File: src/rtl/rpn_stack_calculator_defines.svh
// Assertion macros for the RPN stack calculator.
// Every macro expects signals named clk and rst_n in the module that uses it.
`ifndef RPN_STACK_CALCULATOR_DEFINES_SVH
`define RPN_STACK_CALCULATOR_DEFINES_SVH

// Condition that must hold at every clock edge out of reset
`define RSC_ASSERT_ALWAYS(label, cond) \
  label: assert property (@(posedge clk) disable iff (!rst_n) (cond)) \
    else $error("rsc: invariant violated");

// Consequence that must hold in the same cycle as the antecedent
`define RSC_ASSERT_IMP(label, ante, cons) \
  label: assert property (@(posedge clk) disable iff (!rst_n) (ante) |-> (cons)) \
    else $error("rsc: implication violated");

// Consequence that must hold in the cycle after the antecedent
`define RSC_ASSERT_NXT(label, ante, cons) \
  label: assert property (@(posedge clk) disable iff (!rst_n) (ante) |=> (cons)) \
    else $error("rsc: next-cycle implication violated");

`endif

File: src/rtl/rsc_pkg.sv
// Shared constants, codes and the token command type of the RPN calculator.
// No dependencies; every other RTL file but the macros header imports it.
`timescale 1ns / 1ps
`default_nettype none

package rsc_pkg;

  // Defaults for the top-level parameters
  localparam int STACK_DEPTH_DEF = 32;
  localparam int VALUE_WIDTH_DEF = 32;

  // Command queue between front and back
  localparam int FIFO_DEPTH = 4;

  // Fixed field widths
  localparam int CH_W     = 8;
  localparam int OUT_W    = 32;
  localparam int STATUS_W = 3;

  // Result status codes
  localparam logic [STATUS_W-1:0] ST_OK        = 3'd0;
  localparam logic [STATUS_W-1:0] ST_BAD_TOKEN = 3'd1;
  localparam logic [STATUS_W-1:0] ST_FEW       = 3'd2;
  localparam logic [STATUS_W-1:0] ST_DIV0      = 3'd3;
  localparam logic [STATUS_W-1:0] ST_MANY      = 3'd4;
  localparam logic [STATUS_W-1:0] ST_OVERFLOW  = 3'd5;

  // Token kinds carried in a command
  localparam logic [1:0] K_NONE  = 2'd0;
  localparam logic [1:0] K_DIGIT = 2'd1;
  localparam logic [1:0] K_OP    = 2'd2;
  localparam logic [1:0] K_BAD   = 2'd3;

  // Operator codes
  localparam logic [1:0] OP_ADD = 2'd0;
  localparam logic [1:0] OP_SUB = 2'd1;
  localparam logic [1:0] OP_MUL = 2'd2;
  localparam logic [1:0] OP_DIV = 2'd3;

  // Characters of interest
  localparam logic [CH_W-1:0] CH_PLUS  = 8'h2B;
  localparam logic [CH_W-1:0] CH_MINUS = 8'h2D;
  localparam logic [CH_W-1:0] CH_STAR  = 8'h2A;
  localparam logic [CH_W-1:0] CH_SLASH = 8'h2F;
  localparam logic [CH_W-1:0] CH_ZERO  = 8'h30;
  localparam logic [CH_W-1:0] CH_NINE  = 8'h39;
  localparam logic [CH_W-1:0] CH_SPACE = 8'h20;
  localparam logic [CH_W-1:0] CH_TAB   = 8'h09;
  localparam logic [CH_W-1:0] CH_CR    = 8'h0D;

  // One finished token, optionally flagged as the end of the expression
  typedef struct packed {
    logic [1:0] kind;
    logic [3:0] arg;   // digit value, or operator code in the low bits
    logic       last;
  } rsc_cmd_t;

endpackage

`default_nettype wire

File: src/rtl/rsc_stream_if.sv
// Valid/ready stream interfaces for the character input and the result output.
// Depends on rsc_pkg for field widths.
`timescale 1ns / 1ps
`default_nettype none

interface rsc_in_if;
  import rsc_pkg::*;
  logic            valid;
  logic            ready;
  logic [CH_W-1:0] ch;
  logic            last;
  modport source (output valid, ch, last, input ready);
  modport sink   (input valid, ch, last, output ready);
endinterface

interface rsc_out_if;
  import rsc_pkg::*;
  logic                       valid;
  logic                       ready;
  logic signed [OUT_W-1:0]    value;
  logic        [STATUS_W-1:0] status;
  modport source (output valid, value, status, input ready);
  modport sink   (input valid, value, status, output ready);
endinterface

`default_nettype wire

File: src/rtl/rsc_front.sv
// Tokeniser: takes one character a beat and emits finished tokens as commands.
// Depends on rsc_pkg and rsc_in_if.
`timescale 1ns / 1ps
`default_nettype none

module rsc_front (
  input  logic                clk,
  input  logic                rst_n,
  rsc_in_if.sink              in_ch,
  output rsc_pkg::rsc_cmd_t   cmd,
  output logic                cmd_we,
  input  logic                cmd_full
);
  import rsc_pkg::*;

  // Token length codes
  localparam logic [1:0] LEN_NONE = 2'd0;
  localparam logic [1:0] LEN_ONE  = 2'd1;
  localparam logic [1:0] LEN_MANY = 2'd2;

  logic [1:0]      len_r, len_nxt;
  logic [CH_W-1:0] first_r, first_nxt;
  logic [1:0]      fin_len;
  logic [CH_W-1:0] fin_char;
  logic [CH_W-1:0] digit_val;
  logic            is_space;
  logic            accept;

  assign in_ch.ready = !cmd_full;
  assign accept      = in_ch.valid && in_ch.ready;
  assign digit_val   = fin_char - CH_ZERO;

  // Track the pending token and pick out the one that finishes on this beat
  always_comb begin
    is_space  = (in_ch.ch == CH_SPACE) || (in_ch.ch >= CH_TAB && in_ch.ch <= CH_CR);
    len_nxt   = len_r;
    first_nxt = first_r;
    fin_len   = LEN_NONE;
    fin_char  = first_r;
    if (is_space) begin
      fin_len   = len_r;
      len_nxt   = LEN_NONE;
      first_nxt = '0;
    end else begin
      if (len_r == LEN_NONE) first_nxt = in_ch.ch;
      if (len_r != LEN_MANY) len_nxt = len_r + 2'd1;
      if (in_ch.last) begin
        fin_len  = len_nxt;
        fin_char = first_nxt;
      end
    end
    if (in_ch.last) begin
      len_nxt   = LEN_NONE;
      first_nxt = '0;
    end
  end

  // Classify the finished token
  always_comb begin
    cmd.last = in_ch.last;
    cmd.arg  = '0;
    if (fin_len == LEN_NONE) begin
      cmd.kind = K_NONE;
    end else if (fin_len != LEN_ONE) begin
      cmd.kind = K_BAD;
    end else if (fin_char >= CH_ZERO && fin_char <= CH_NINE) begin
      cmd.kind = K_DIGIT;
      cmd.arg  = digit_val[3:0];
    end else begin
      unique case (fin_char)
        CH_PLUS: begin
          cmd.kind = K_OP;
          cmd.arg  = {2'b00, OP_ADD};
        end
        CH_MINUS: begin
          cmd.kind = K_OP;
          cmd.arg  = {2'b00, OP_SUB};
        end
        CH_STAR: begin
          cmd.kind = K_OP;
          cmd.arg  = {2'b00, OP_MUL};
        end
        CH_SLASH: begin
          cmd.kind = K_OP;
          cmd.arg  = {2'b00, OP_DIV};
        end
        default: cmd.kind = K_BAD;
      endcase
    end
  end

  assign cmd_we = accept && ((fin_len != LEN_NONE) || in_ch.last);

  // Hold token state between beats
  always_ff @(posedge clk) begin
    if (!rst_n) begin
      len_r   <= LEN_NONE;
      first_r <= '0;
    end else if (accept) begin
      len_r   <= len_nxt;
      first_r <= first_nxt;
    end
  end

endmodule

`default_nettype wire

File: src/rtl/rsc_fifo.sv
// Short command queue between the tokeniser and the evaluator.
// Depends on rsc_pkg for the command type and depth.
`timescale 1ns / 1ps
`default_nettype none

module rsc_fifo (
  input  logic              clk,
  input  logic              rst_n,
  input  logic              wr_en,
  input  rsc_pkg::rsc_cmd_t wr_data,
  output logic              full,
  input  logic              rd_en,
  output rsc_pkg::rsc_cmd_t rd_data,
  output logic              empty
);
  import rsc_pkg::*;
  `include "rpn_stack_calculator_defines.svh"

  localparam int PW = (FIFO_DEPTH > 1) ? $clog2(FIFO_DEPTH) : 1;
  localparam int CW = $clog2(FIFO_DEPTH + 1);

  rsc_cmd_t        slot_r [FIFO_DEPTH];
  logic [PW-1:0]   wptr_r, rptr_r;
  logic [CW-1:0]   cnt_r;
  logic            do_wr, do_rd;

  assign full    = (cnt_r == CW'(FIFO_DEPTH));
  assign empty   = (cnt_r == '0);
  assign do_wr   = wr_en && !full;
  assign do_rd   = rd_en && !empty;
  assign rd_data = slot_r[rptr_r];

  // Store the command
  always_ff @(posedge clk) begin
    if (do_wr) slot_r[wptr_r] <= wr_data;
  end

  // Advance pointers and occupancy
  always_ff @(posedge clk) begin
    if (!rst_n) begin
      wptr_r <= '0;
      rptr_r <= '0;
      cnt_r  <= '0;
    end else begin
      if (do_wr) wptr_r <= (wptr_r == PW'(FIFO_DEPTH - 1)) ? '0 : wptr_r + PW'(1);
      if (do_rd) rptr_r <= (rptr_r == PW'(FIFO_DEPTH - 1)) ? '0 : rptr_r + PW'(1);
      if (do_wr && !do_rd) cnt_r <= cnt_r + CW'(1);
      else if (do_rd && !do_wr) cnt_r <= cnt_r - CW'(1);
    end
  end

  `RSC_ASSERT_ALWAYS(a_fifo_bound, cnt_r <= CW'(FIFO_DEPTH))

endmodule

`default_nettype wire

File: src/rtl/rsc_back.sv
// Evaluator: executes token commands on the operand stack and delivers results.
// Depends on rsc_pkg, rsc_out_if and the assertion macros header.
`timescale 1ns / 1ps
`default_nettype none

module rsc_back #(
  parameter int STACK_DEPTH = rsc_pkg::STACK_DEPTH_DEF,
  parameter int VALUE_WIDTH = rsc_pkg::VALUE_WIDTH_DEF
) (
  input  logic              clk,
  input  logic              rst_n,
  input  rsc_pkg::rsc_cmd_t cmd,
  input  logic              cmd_empty,
  output logic              cmd_rd,
  rsc_out_if.source         out_ch
);
  import rsc_pkg::*;
  `include "rpn_stack_calculator_defines.svh"

  localparam int VW        = VALUE_WIDTH;
  localparam int CW        = $clog2(STACK_DEPTH + 1);
  localparam int MEM_DEPTH = STACK_DEPTH - 1;
  localparam int AW        = (MEM_DEPTH > 1) ? $clog2(MEM_DEPTH) : 1;
  localparam int SW        = $clog2(VALUE_WIDTH);

  // Sequencer states
  localparam logic [2:0] S_IDLE = 3'd0;
  localparam logic [2:0] S_READ = 3'd1;
  localparam logic [2:0] S_ITER = 3'd2;
  localparam logic [2:0] S_FIX  = 3'd3;
  localparam logic [2:0] S_END  = 3'd4;

  logic [2:0]          state_r, state_nxt;
  logic [CW-1:0]       cnt_r, cnt_nxt;
  logic [VW-1:0]       tos_r, tos_nxt;
  logic [STATUS_W-1:0] err_r, err_nxt;
  logic                last_r, last_nxt;
  logic [1:0]          op_r, op_nxt;
  logic [VW-1:0]       x_r, x_nxt, y_r, y_nxt, z_r, z_nxt;
  logic                neg_r, neg_nxt;
  logic [SW-1:0]       step_r, step_nxt;
  logic                out_valid_r, out_valid_nxt;
  logic [OUT_W-1:0]    out_value_r, out_value_nxt;
  logic [STATUS_W-1:0] out_status_r, out_status_nxt;

  // Entries below the top of stack; the top lives in tos_r
  logic [VW-1:0]       mem [MEM_DEPTH];
  logic [VW-1:0]       rd_q;
  logic                mem_we;
  logic [CW-1:0]       cnt_m1, cnt_m2;
  logic [AW-1:0]       wr_addr, rd_addr;

  logic [2:0]          after_cmd, after_last;
  logic                slot_free;
  logic [VW:0]         rem_sh, diff;
  logic                qbit;
  logic [63:0]         tos_ext;
  logic [STATUS_W-1:0] fin_status;

  assign cnt_m1     = cnt_r - CW'(1);
  assign cnt_m2     = cnt_r - CW'(2);
  assign wr_addr    = cnt_m1[AW-1:0];
  assign rd_addr    = cnt_m2[AW-1:0];
  assign after_cmd  = cmd.last ? S_END : S_IDLE;
  assign after_last = last_r ? S_END : S_IDLE;
  assign slot_free  = !out_valid_r || out_ch.ready;
  assign tos_ext    = 64'(tos_r);

  // Restoring division step: shift in the next dividend bit, try the subtract
  assign rem_sh = {x_r, y_r[VW-1]};
  assign diff   = rem_sh - {1'b0, z_r};
  assign qbit   = !diff[VW];

  always_comb begin
    if (err_r != ST_OK)      fin_status = err_r;
    else if (cnt_r != CW'(1)) fin_status = ST_MANY;
    else                      fin_status = ST_OK;
  end

  // Sequencer
  always_comb begin
    state_nxt      = state_r;
    cnt_nxt        = cnt_r;
    tos_nxt        = tos_r;
    err_nxt        = err_r;
    last_nxt       = last_r;
    op_nxt         = op_r;
    x_nxt          = x_r;
    y_nxt          = y_r;
    z_nxt          = z_r;
    neg_nxt        = neg_r;
    step_nxt       = step_r;
    out_valid_nxt  = out_valid_r && !out_ch.ready;
    out_value_nxt  = out_value_r;
    out_status_nxt = out_status_r;
    cmd_rd         = 1'b0;
    mem_we         = 1'b0;

    unique case (state_r)
      S_IDLE: begin
        if (!cmd_empty) begin
          cmd_rd    = 1'b1;
          last_nxt  = cmd.last;
          state_nxt = after_cmd;
          if (err_r == ST_OK) begin
            unique case (cmd.kind)
              K_NONE: ;
              K_BAD: err_nxt = ST_BAD_TOKEN;
              K_DIGIT: begin
                if (cnt_r >= CW'(STACK_DEPTH)) begin
                  err_nxt = ST_OVERFLOW;
                end else begin
                  // Spill the old top and load the digit
                  mem_we  = (cnt_r != '0);
                  tos_nxt = VW'(cmd.arg);
                  cnt_nxt = cnt_r + CW'(1);
                end
              end
              K_OP: begin
                if (cnt_r < CW'(2)) begin
                  err_nxt = ST_FEW;
                end else begin
                  op_nxt    = cmd.arg[1:0];
                  state_nxt = S_READ;
                end
              end
              default: ;
            endcase
          end
        end
      end

      S_READ: begin
        // rd_q holds the second popped (left operand), tos_r the first popped
        unique case (op_r)
          OP_ADD: begin
            tos_nxt   = rd_q + tos_r;
            cnt_nxt   = cnt_m1;
            state_nxt = after_last;
          end
          OP_SUB: begin
            tos_nxt   = rd_q - tos_r;
            cnt_nxt   = cnt_m1;
            state_nxt = after_last;
          end
          OP_MUL: begin
            x_nxt     = '0;
            y_nxt     = rd_q;
            z_nxt     = tos_r;
            neg_nxt   = 1'b0;
            step_nxt  = '0;
            state_nxt = S_ITER;
          end
          OP_DIV: begin
            if (tos_r == '0) begin
              err_nxt   = ST_DIV0;
              state_nxt = after_last;
            end else begin
              x_nxt     = '0;
              y_nxt     = rd_q[VW-1] ? -rd_q : rd_q;
              z_nxt     = tos_r[VW-1] ? -tos_r : tos_r;
              neg_nxt   = rd_q[VW-1] ^ tos_r[VW-1];
              step_nxt  = '0;
              state_nxt = S_ITER;
            end
          end
          default: ;
        endcase
      end

      S_ITER: begin
        // One bit a cycle: shift-add multiply or restoring divide
        if (op_r == OP_MUL) begin
          if (z_r[0]) x_nxt = x_r + y_r;
          y_nxt = {y_r[VW-2:0], 1'b0};
          z_nxt = {1'b0, z_r[VW-1:1]};
        end else begin
          x_nxt = qbit ? diff[VW-1:0] : rem_sh[VW-1:0];
          y_nxt = {y_r[VW-2:0], qbit};
        end
        if (step_r == SW'(VALUE_WIDTH - 1)) begin
          step_nxt  = '0;
          state_nxt = S_FIX;
        end else begin
          step_nxt = step_r + SW'(1);
        end
      end

      S_FIX: begin
        if (op_r == OP_MUL) tos_nxt = x_r;
        else                tos_nxt = neg_r ? -y_r : y_r;
        cnt_nxt   = cnt_m1;
        state_nxt = after_last;
      end

      S_END: begin
        // Deliver the result and clear the stack for the next expression
        if (slot_free) begin
          out_valid_nxt  = 1'b1;
          out_status_nxt = fin_status;
          out_value_nxt  = (fin_status == ST_OK) ? tos_ext[OUT_W-1:0] : '0;
          cnt_nxt        = '0;
          err_nxt        = ST_OK;
          state_nxt      = S_IDLE;
        end
      end

      default: state_nxt = S_IDLE;
    endcase
  end

  // Stack memory: one write, one registered read
  always_ff @(posedge clk) begin
    if (mem_we) mem[wr_addr] <= tos_r;
    rd_q <= mem[rd_addr];
  end

  // Control state
  always_ff @(posedge clk) begin
    if (!rst_n) begin
      state_r     <= S_IDLE;
      cnt_r       <= '0;
      err_r       <= ST_OK;
      step_r      <= '0;
      out_valid_r <= 1'b0;
    end else begin
      state_r     <= state_nxt;
      cnt_r       <= cnt_nxt;
      err_r       <= err_nxt;
      step_r      <= step_nxt;
      out_valid_r <= out_valid_nxt;
    end
  end

  // Datapath registers
  always_ff @(posedge clk) begin
    tos_r        <= tos_nxt;
    last_r       <= last_nxt;
    op_r         <= op_nxt;
    x_r          <= x_nxt;
    y_r          <= y_nxt;
    z_r          <= z_nxt;
    neg_r        <= neg_nxt;
    out_value_r  <= out_value_nxt;
    out_status_r <= out_status_nxt;
  end

  assign out_ch.valid  = out_valid_r;
  assign out_ch.value  = out_value_r;
  assign out_ch.status = out_status_r;

  `RSC_ASSERT_ALWAYS(a_cnt_bound, cnt_r <= CW'(STACK_DEPTH))
  `RSC_ASSERT_IMP(a_step_idle, state_r != S_ITER, step_r == '0)
  `RSC_ASSERT_NXT(a_end_clears, (state_r == S_END) && slot_free, (cnt_r == '0) && (err_r == ST_OK) && out_valid_r)

endmodule

`default_nettype wire

File: src/rtl/rpn_stack_calculator.sv
// RPN stack calculator: characters enter one a beat on in_ch; the beat flagged
// last yields one result on out_ch. The tokeniser takes a character every cycle
// while its four-entry command queue has room. The evaluator takes a digit in
// its idle state; + and - (and a division by zero) also pass through a read
// state, and * or / go on from it through an iterate state on a shared
// one-bit-a-cycle shift-add / restoring-divide unit and then a fix-up state.
// The end of an expression passes through an end state that loads the output
// register, and stays there while the previous result still waits on out_ch.
// Over long expressions the operator mix in the evaluator sets the throughput.
// Depends on rsc_pkg, rsc_stream_if, rsc_front, rsc_fifo and rsc_back.
`timescale 1ns / 1ps
`default_nettype none

module rpn_stack_calculator #(
  parameter int STACK_DEPTH = rsc_pkg::STACK_DEPTH_DEF,
  parameter int VALUE_WIDTH = rsc_pkg::VALUE_WIDTH_DEF
) (
  input  logic       clk,
  input  logic       rst_n,
  rsc_in_if.sink     in_ch,
  rsc_out_if.source  out_ch
);
  import rsc_pkg::*;

  rsc_cmd_t wr_cmd, rd_cmd;
  logic     cmd_we, cmd_full, cmd_rd, cmd_empty;

  // Tokenise incoming characters
  rsc_front u_front (
    .clk      (clk),
    .rst_n    (rst_n),
    .in_ch    (in_ch),
    .cmd      (wr_cmd),
    .cmd_we   (cmd_we),
    .cmd_full (cmd_full)
  );

  // Decouple tokeniser from evaluator
  rsc_fifo u_fifo (
    .clk     (clk),
    .rst_n   (rst_n),
    .wr_en   (cmd_we),
    .wr_data (wr_cmd),
    .full    (cmd_full),
    .rd_en   (cmd_rd),
    .rd_data (rd_cmd),
    .empty   (cmd_empty)
  );

  // Evaluate tokens on the stack
  rsc_back #(
    .STACK_DEPTH (STACK_DEPTH),
    .VALUE_WIDTH (VALUE_WIDTH)
  ) u_back (
    .clk       (clk),
    .rst_n     (rst_n),
    .cmd       (rd_cmd),
    .cmd_empty (cmd_empty),
    .cmd_rd    (cmd_rd),
    .out_ch    (out_ch)
  );

endmodule

`default_nettype wire
File: src/flat_wrapper.sv
// flat-port wrapper written by rule: the top's interface ports become plain ports
module rpn_stack_calculator_flat import rsc_pkg::*;
#(
  parameter int STACK_DEPTH = rsc_pkg::STACK_DEPTH_DEF,
  parameter int VALUE_WIDTH = rsc_pkg::VALUE_WIDTH_DEF
)
  (clk, rst_n, in_ch_valid, in_ch_ch, in_ch_last, in_ch_ready, out_ch_valid, out_ch_value, out_ch_status, out_ch_ready);
  rsc_in_if in_ch_i ();
  rsc_out_if out_ch_i ();
  input  logic clk;
  input  logic rst_n;
  input wire logic [$bits(in_ch_i.valid)-1:0] in_ch_valid;
  input wire logic [$bits(in_ch_i.ch)-1:0] in_ch_ch;
  input wire logic [$bits(in_ch_i.last)-1:0] in_ch_last;
  output wire logic [$bits(in_ch_i.ready)-1:0] in_ch_ready;
  output wire logic [$bits(out_ch_i.valid)-1:0] out_ch_valid;
  output wire logic [$bits(out_ch_i.value)-1:0] out_ch_value;
  output wire logic [$bits(out_ch_i.status)-1:0] out_ch_status;
  input wire logic [$bits(out_ch_i.ready)-1:0] out_ch_ready;
  assign in_ch_i.valid = in_ch_valid;
  assign in_ch_i.ch = in_ch_ch;
  assign in_ch_i.last = in_ch_last;
  assign in_ch_ready = in_ch_i.ready;
  assign out_ch_valid = out_ch_i.valid;
  assign out_ch_value = out_ch_i.value;
  assign out_ch_status = out_ch_i.status;
  assign out_ch_i.ready = out_ch_ready;
  rpn_stack_calculator #(.STACK_DEPTH(STACK_DEPTH), .VALUE_WIDTH(VALUE_WIDTH)) u_core (.clk(clk), .rst_n(rst_n), .in_ch(in_ch_i), .out_ch(out_ch_i));
endmodule
File: config.mk
export PLATFORM = sky130hd
export DESIGN_NAME = rpn_stack_calculator_flat
export DESIGN_NICKNAME = d
export VERILOG_FILES = /design/src/rtl/rsc_pkg.sv /design/src/rtl/rsc_stream_if.sv /design/src/rtl/rsc_front.sv /design/src/rtl/rsc_fifo.sv /design/src/rtl/rsc_back.sv /design/src/rtl/rpn_stack_calculator.sv /design/src/flat_wrapper.sv
export VERILOG_INCLUDE_DIRS = /design/src /design/src/rtl
export SDC_FILE = /design/constraint.sdc
export NUM_CORES = 2
export LEC_CHECK = 0
export ABC_AREA = 1
export BUFFER_PORTS_ARGS = -buffer_cell sky130_fd_sc_hd__buf_2
export CAP_MARGIN = 10
export CORE_UTILIZATION = 45
export CTS_CLUSTER_DIAMETER = 200
export DETAILED_ROUTE_END_ITERATION = 8
export HOLD_SLACK_MARGIN = 0.1
export PLACE_DENSITY_LB_ADDON = 0.3
export SETUP_SLACK_MARGIN = 0.05
export SYNTH_ARGS = -nofsm -noshare
export SYNTH_HDL_FRONTEND = slang
export SYNTH_SLANG_ARGS = --single-unit
File: constraint.sdc
create_clock -name clk -period 11.7 [get_ports clk]
set_input_delay 2.34 -clock clk [delete_from_list [all_inputs] [get_ports clk]]
set_output_delay 2.34 -clock clk [all_outputs]
set_load 0.005 [all_outputs]
==> flow_summary.json <==
{
  "crit_path_end_kind": "flip-flop",
  "grt.overflow.total": 0,
  "synth_ff_type": "edfxtp_1",
  "vias_per_cell": 5.876,
  "clk_path_buf_depth": 3,
  "hold_buffers": 0,
  "wl_um": 187400,
  "dp.cells": 7461,
  "clock_latency_ps": 780,
  "grt_pass1_wl_um": 273800,
  "initial_utilization_pct": 45.43,
  "area_growth_pct": 10.53,
  "top_level_ports": 50,
  "path_max_fanout": 33,
  "htree_num_levels": 3,
  "period_needed_ps": 4795,
  "hold_class": "reg -> reg",
  "core_region_area_um2": 131800,
  "synthTopCellsByArea": "edfxtp_1, o21ai_0, nand2_1, nor2_1, inv_1",
  "tritoncts": "done",
  "gp_congestion": 0.9696,
  "fin_crit_sh_pct": 40.99,
  "cts_resized": 0,
  "dieArea_um2": 134500,
  "antenna_left": 0,
  "fin_setup_tns_ps": 0,
  "drv_slew": 0,
  "drt-pass1-iter-count": 8,
  "power.leakage_nw": 23.88,
  "max-cap-violations": 0,
  "path_delay_family": "simple AND/OR/NAND/NOR gates",
  "status": "completed",
  "num_vias": 45166,
  "syn_area_per_cell_um2": 10.25,
  "skew_ps": 55.96,
  "cp.arrival_ps": 5300,
  "synth.yosys.seq_area_share_pct": 61.83,
  "ys_seq_elements": 1256,
  "crit_top_cell": "nand2_1",
  "relSlewSlack_pct": 21.09,
  "port_buffers": 49,
  "hold_violations": 0,
  "ys_warn_count": 0,
  "synth_area_leader_cell": "edfxtp_1",
  "cts.clk_slew.worst_paths_ps": 80,
  "cp_slowest_stage_delay_ps": 810,
  "route.detailed.drc": 0,
  "rsz0062_at_grt": "no",
  "synth_top_family_by_area": "simple AND/OR/NAND/NOR gates",
  "dp_slack_ps": 6713,
  "fin_cells": 7686,
  "rows": 133,
  "cts_setup_buffers": 0,
  "setup_ws_ps": 6905,
  "ys_types": 62,
  "synth-xor-area-share_pct": 1.254,
  "reg2reg_from": "u_core.u_back.tos_r[0]",
  "syn-num-nets": 5984,
  "yosysTopAreaCellShare_pct": 59.53,
  "grt_max_degree": 197,
  "required_ps": 12200,
  "rrSetupSlack_ps": 6900,
  "global_route.usage.met3_pct": 5.066,
  "path_buf_inv": 1,
  "netlist_instances": 5844,
  "cts.sinks": 1256,
  "wl_per_cell_um": 24.38,
  "synthAdderAreaFrac_pct": 2.704,
  "drt_iter0_markers": 5935,
  "use_met2_pct": 42.33,
  "dpl.hpwl_um": 112600,
  "die_y_um": 366.8,
  "drive_above_1_share_pct": 7.639,
  "grt_usage_pct": 27.20,
  "grt.busiest_layer": "met2",
  "synth_compound_area_share_pct": 13.91,
  "ys_async_sr_fraction_pct": 0,
  "finalNetCount": 5969,
  "crit_slowest_cell": "edfxtp_1",
  "start_kind": "flip-flop",
  "r2r_end": "u_core.u_back.tos_r[17]",
  "path_cells": "inv_1 > nand3_1 > nor3_4 > nand2_1 > nor2_1 > nand3_1 > xor2_1 > nand2_1 > o21ai_0 > ha_1 > nand2_1 > nor2_1 > nand2_1 > o21ai_0 > a21oi_1 > or2_2 > nand3_1 > nand2_1",
  "tightest_slew_ps": 1184,
  "setup_viol": 0,
  "cp.depth": 18,
  "finalPower_mw": 17.01,
  "setup.worst_path.end": "u_core.u_back.tos_r[17]",
  "rr_worst_depth": 18,
  "synth.mux.area_fraction_pct": 0,
  "clockRootBuffer": "clkbuf_16",
  "cts_buffers": 121,
  "startpoint": "u_core.u_back.tos_r[0]",
  "worstSetupPathType": "reg -> reg",
  "die-width_um": 366.8,
  "fmaxAchievable_mhz": 208.5,
  "power_density_nw_per_um2": 257.0,
  "hp-start": "u_core.u_front.first_r[2]",
  "grt_pass1_vias": 41749,
  "grt_use_met1_pct": 38.55,
  "ir_drop_mv": 0.2414,
  "syn_area_um2": 59880,
  "antenna_found_initial": 3,
  "yosys.area_share.simple_pct": 15.28,
  "synth_edf_count": 1187
}
==> worst min-delay path by stage <==
stage / to / slack [ps] / depth (start not counted)
final: u_core.u_front.first_r[2] / 470 / 2
after CTS: u_core.u_front.first_r[2] / 470 / 2
after detailed placement: u_core.u_front.first_r[5] / 460 / 2
after global routing: u_core.u_back.out_ch.status[0] / 490 / 0
after floorplan: u_core.u_back.err_r[2] / 440 / 2
after global placement: u_core.u_front.first_r[2] / 450 / 2
==> synth_stat cells (17+ instances only) <==
library cell,n
a31oi_1,40
nand4_1,38
o21ai_1,17
ha_1,123
a32oi_1,26
or2_2,17
o211ai_1,70
edfxtp_1,1187
nor2_1,877
o221ai_1,171
xor2_1,61
nand2_1,884
xnor2_1,21
a21oi_1,185
nand3_1,267
clkbuf_1,208
o21ai_0,760
buf_2,60
nand2_2,19
dfxtp_1,69
o22ai_1,81
inv_1,454
nor3_1,34
nand3b_1,25
==> state kept, by name (all words and copies together) (netlist names), 5 cells and up, named ones only <==
register                    count
u_core.u_back.mem             992
u_core.u_back.out_ch.value     32
u_core.u_back.rd_q             32
u_core.u_back.tos_r            32
u_core.u_back.x_r              32
u_core.u_back.y_r              32
u_core.u_back.z_r              32
u_core.u_fifo.slot_r           28
u_core.u_front.first_r          8
u_core.u_back.cnt_r             6
u_core.u_back.step_r            5
==> layout make-up <==
cell class                      count  area [µm²]
Fill cell                       11858       65610
Sequential cell                  1256       37030
Multi-Input combinational cell   3830       20150
Clock buffer                      154        3226
Tap cell                         1755        2196
Inverter                          472        1792
Timing Repair Buffer              148        1039
Clock inverter                     70       749.5
Antenna cell                        1       2.502
==> placed cells by master (no fill, tap or decap), types with 17 or more instances in the layout <==
cell       instances
edfxtp_1        1187
nand2_1          883
nor2_1           841
o21ai_0          760
inv_1            452
nand3_1          267
a21oi_1          184
o221ai_1         171
clkbuf_16        124
ha_1             122
buf_4             95
o22ai_1           81
o211ai_1          70
dfxtp_1           67
xor2_1            61
buf_2             49
a31oi_1           40
nand4_1           38
nor2_4            36
nor3_1            34
clkbuf_1          29
a32oi_1           26
nand3b_1          25
clkinv_1          25
xnor2_1           21
nand2_2           20
clkinv_2          18
o21ai_1           17
or2_2             17
==> metal layers <==
layer  part of all wire (%)  up-vias
met5                  0.088        -
met4                    2.8        6
met3                    9.5      291
met2                     45     2151
met1                     42    21966
li1                       -    20752
==> cell families (layout without fill, tap and decap cells) <==
logic type      count (synthesis)  in the layout
compound gates               1411           1411
xor+xnor                       84             84
flops                        1256           1256
fa+ha+maj                     127            127
buf+inv                       758            844
other cells                     0              1
simple gates                 2208           2208
==> through the flow <==
step / instance area [µm²] / util, % / hold slack (ps)
floorplan: 59880 / - / 444.3
global placement: 62210 / 47.20 / 453.7
detailed placement: 62210 / 47.20 / 460.2
CTS: 66180 / 50.22 / 470.5
global route: 66180 / 50.22 / 494.5
finish: 66180 / 50.22 / 469.7
==> tightest hold or removal path: stages, from the launching register on <==
cell and delay (ps):
dfxtp_1 310, nand2_1 60, a21oi_1 50
==> power breakdown <==
part,internal (mW),leakage [nW],total (mW),switching (mW)
clock,2.22,1.91,3.95,1.74
combinational,1.83,10.7,6.93,5.09
sequential,5.76,11.3,6.13,0.372
Note: power is estimated with default switching activity, not from simulation.
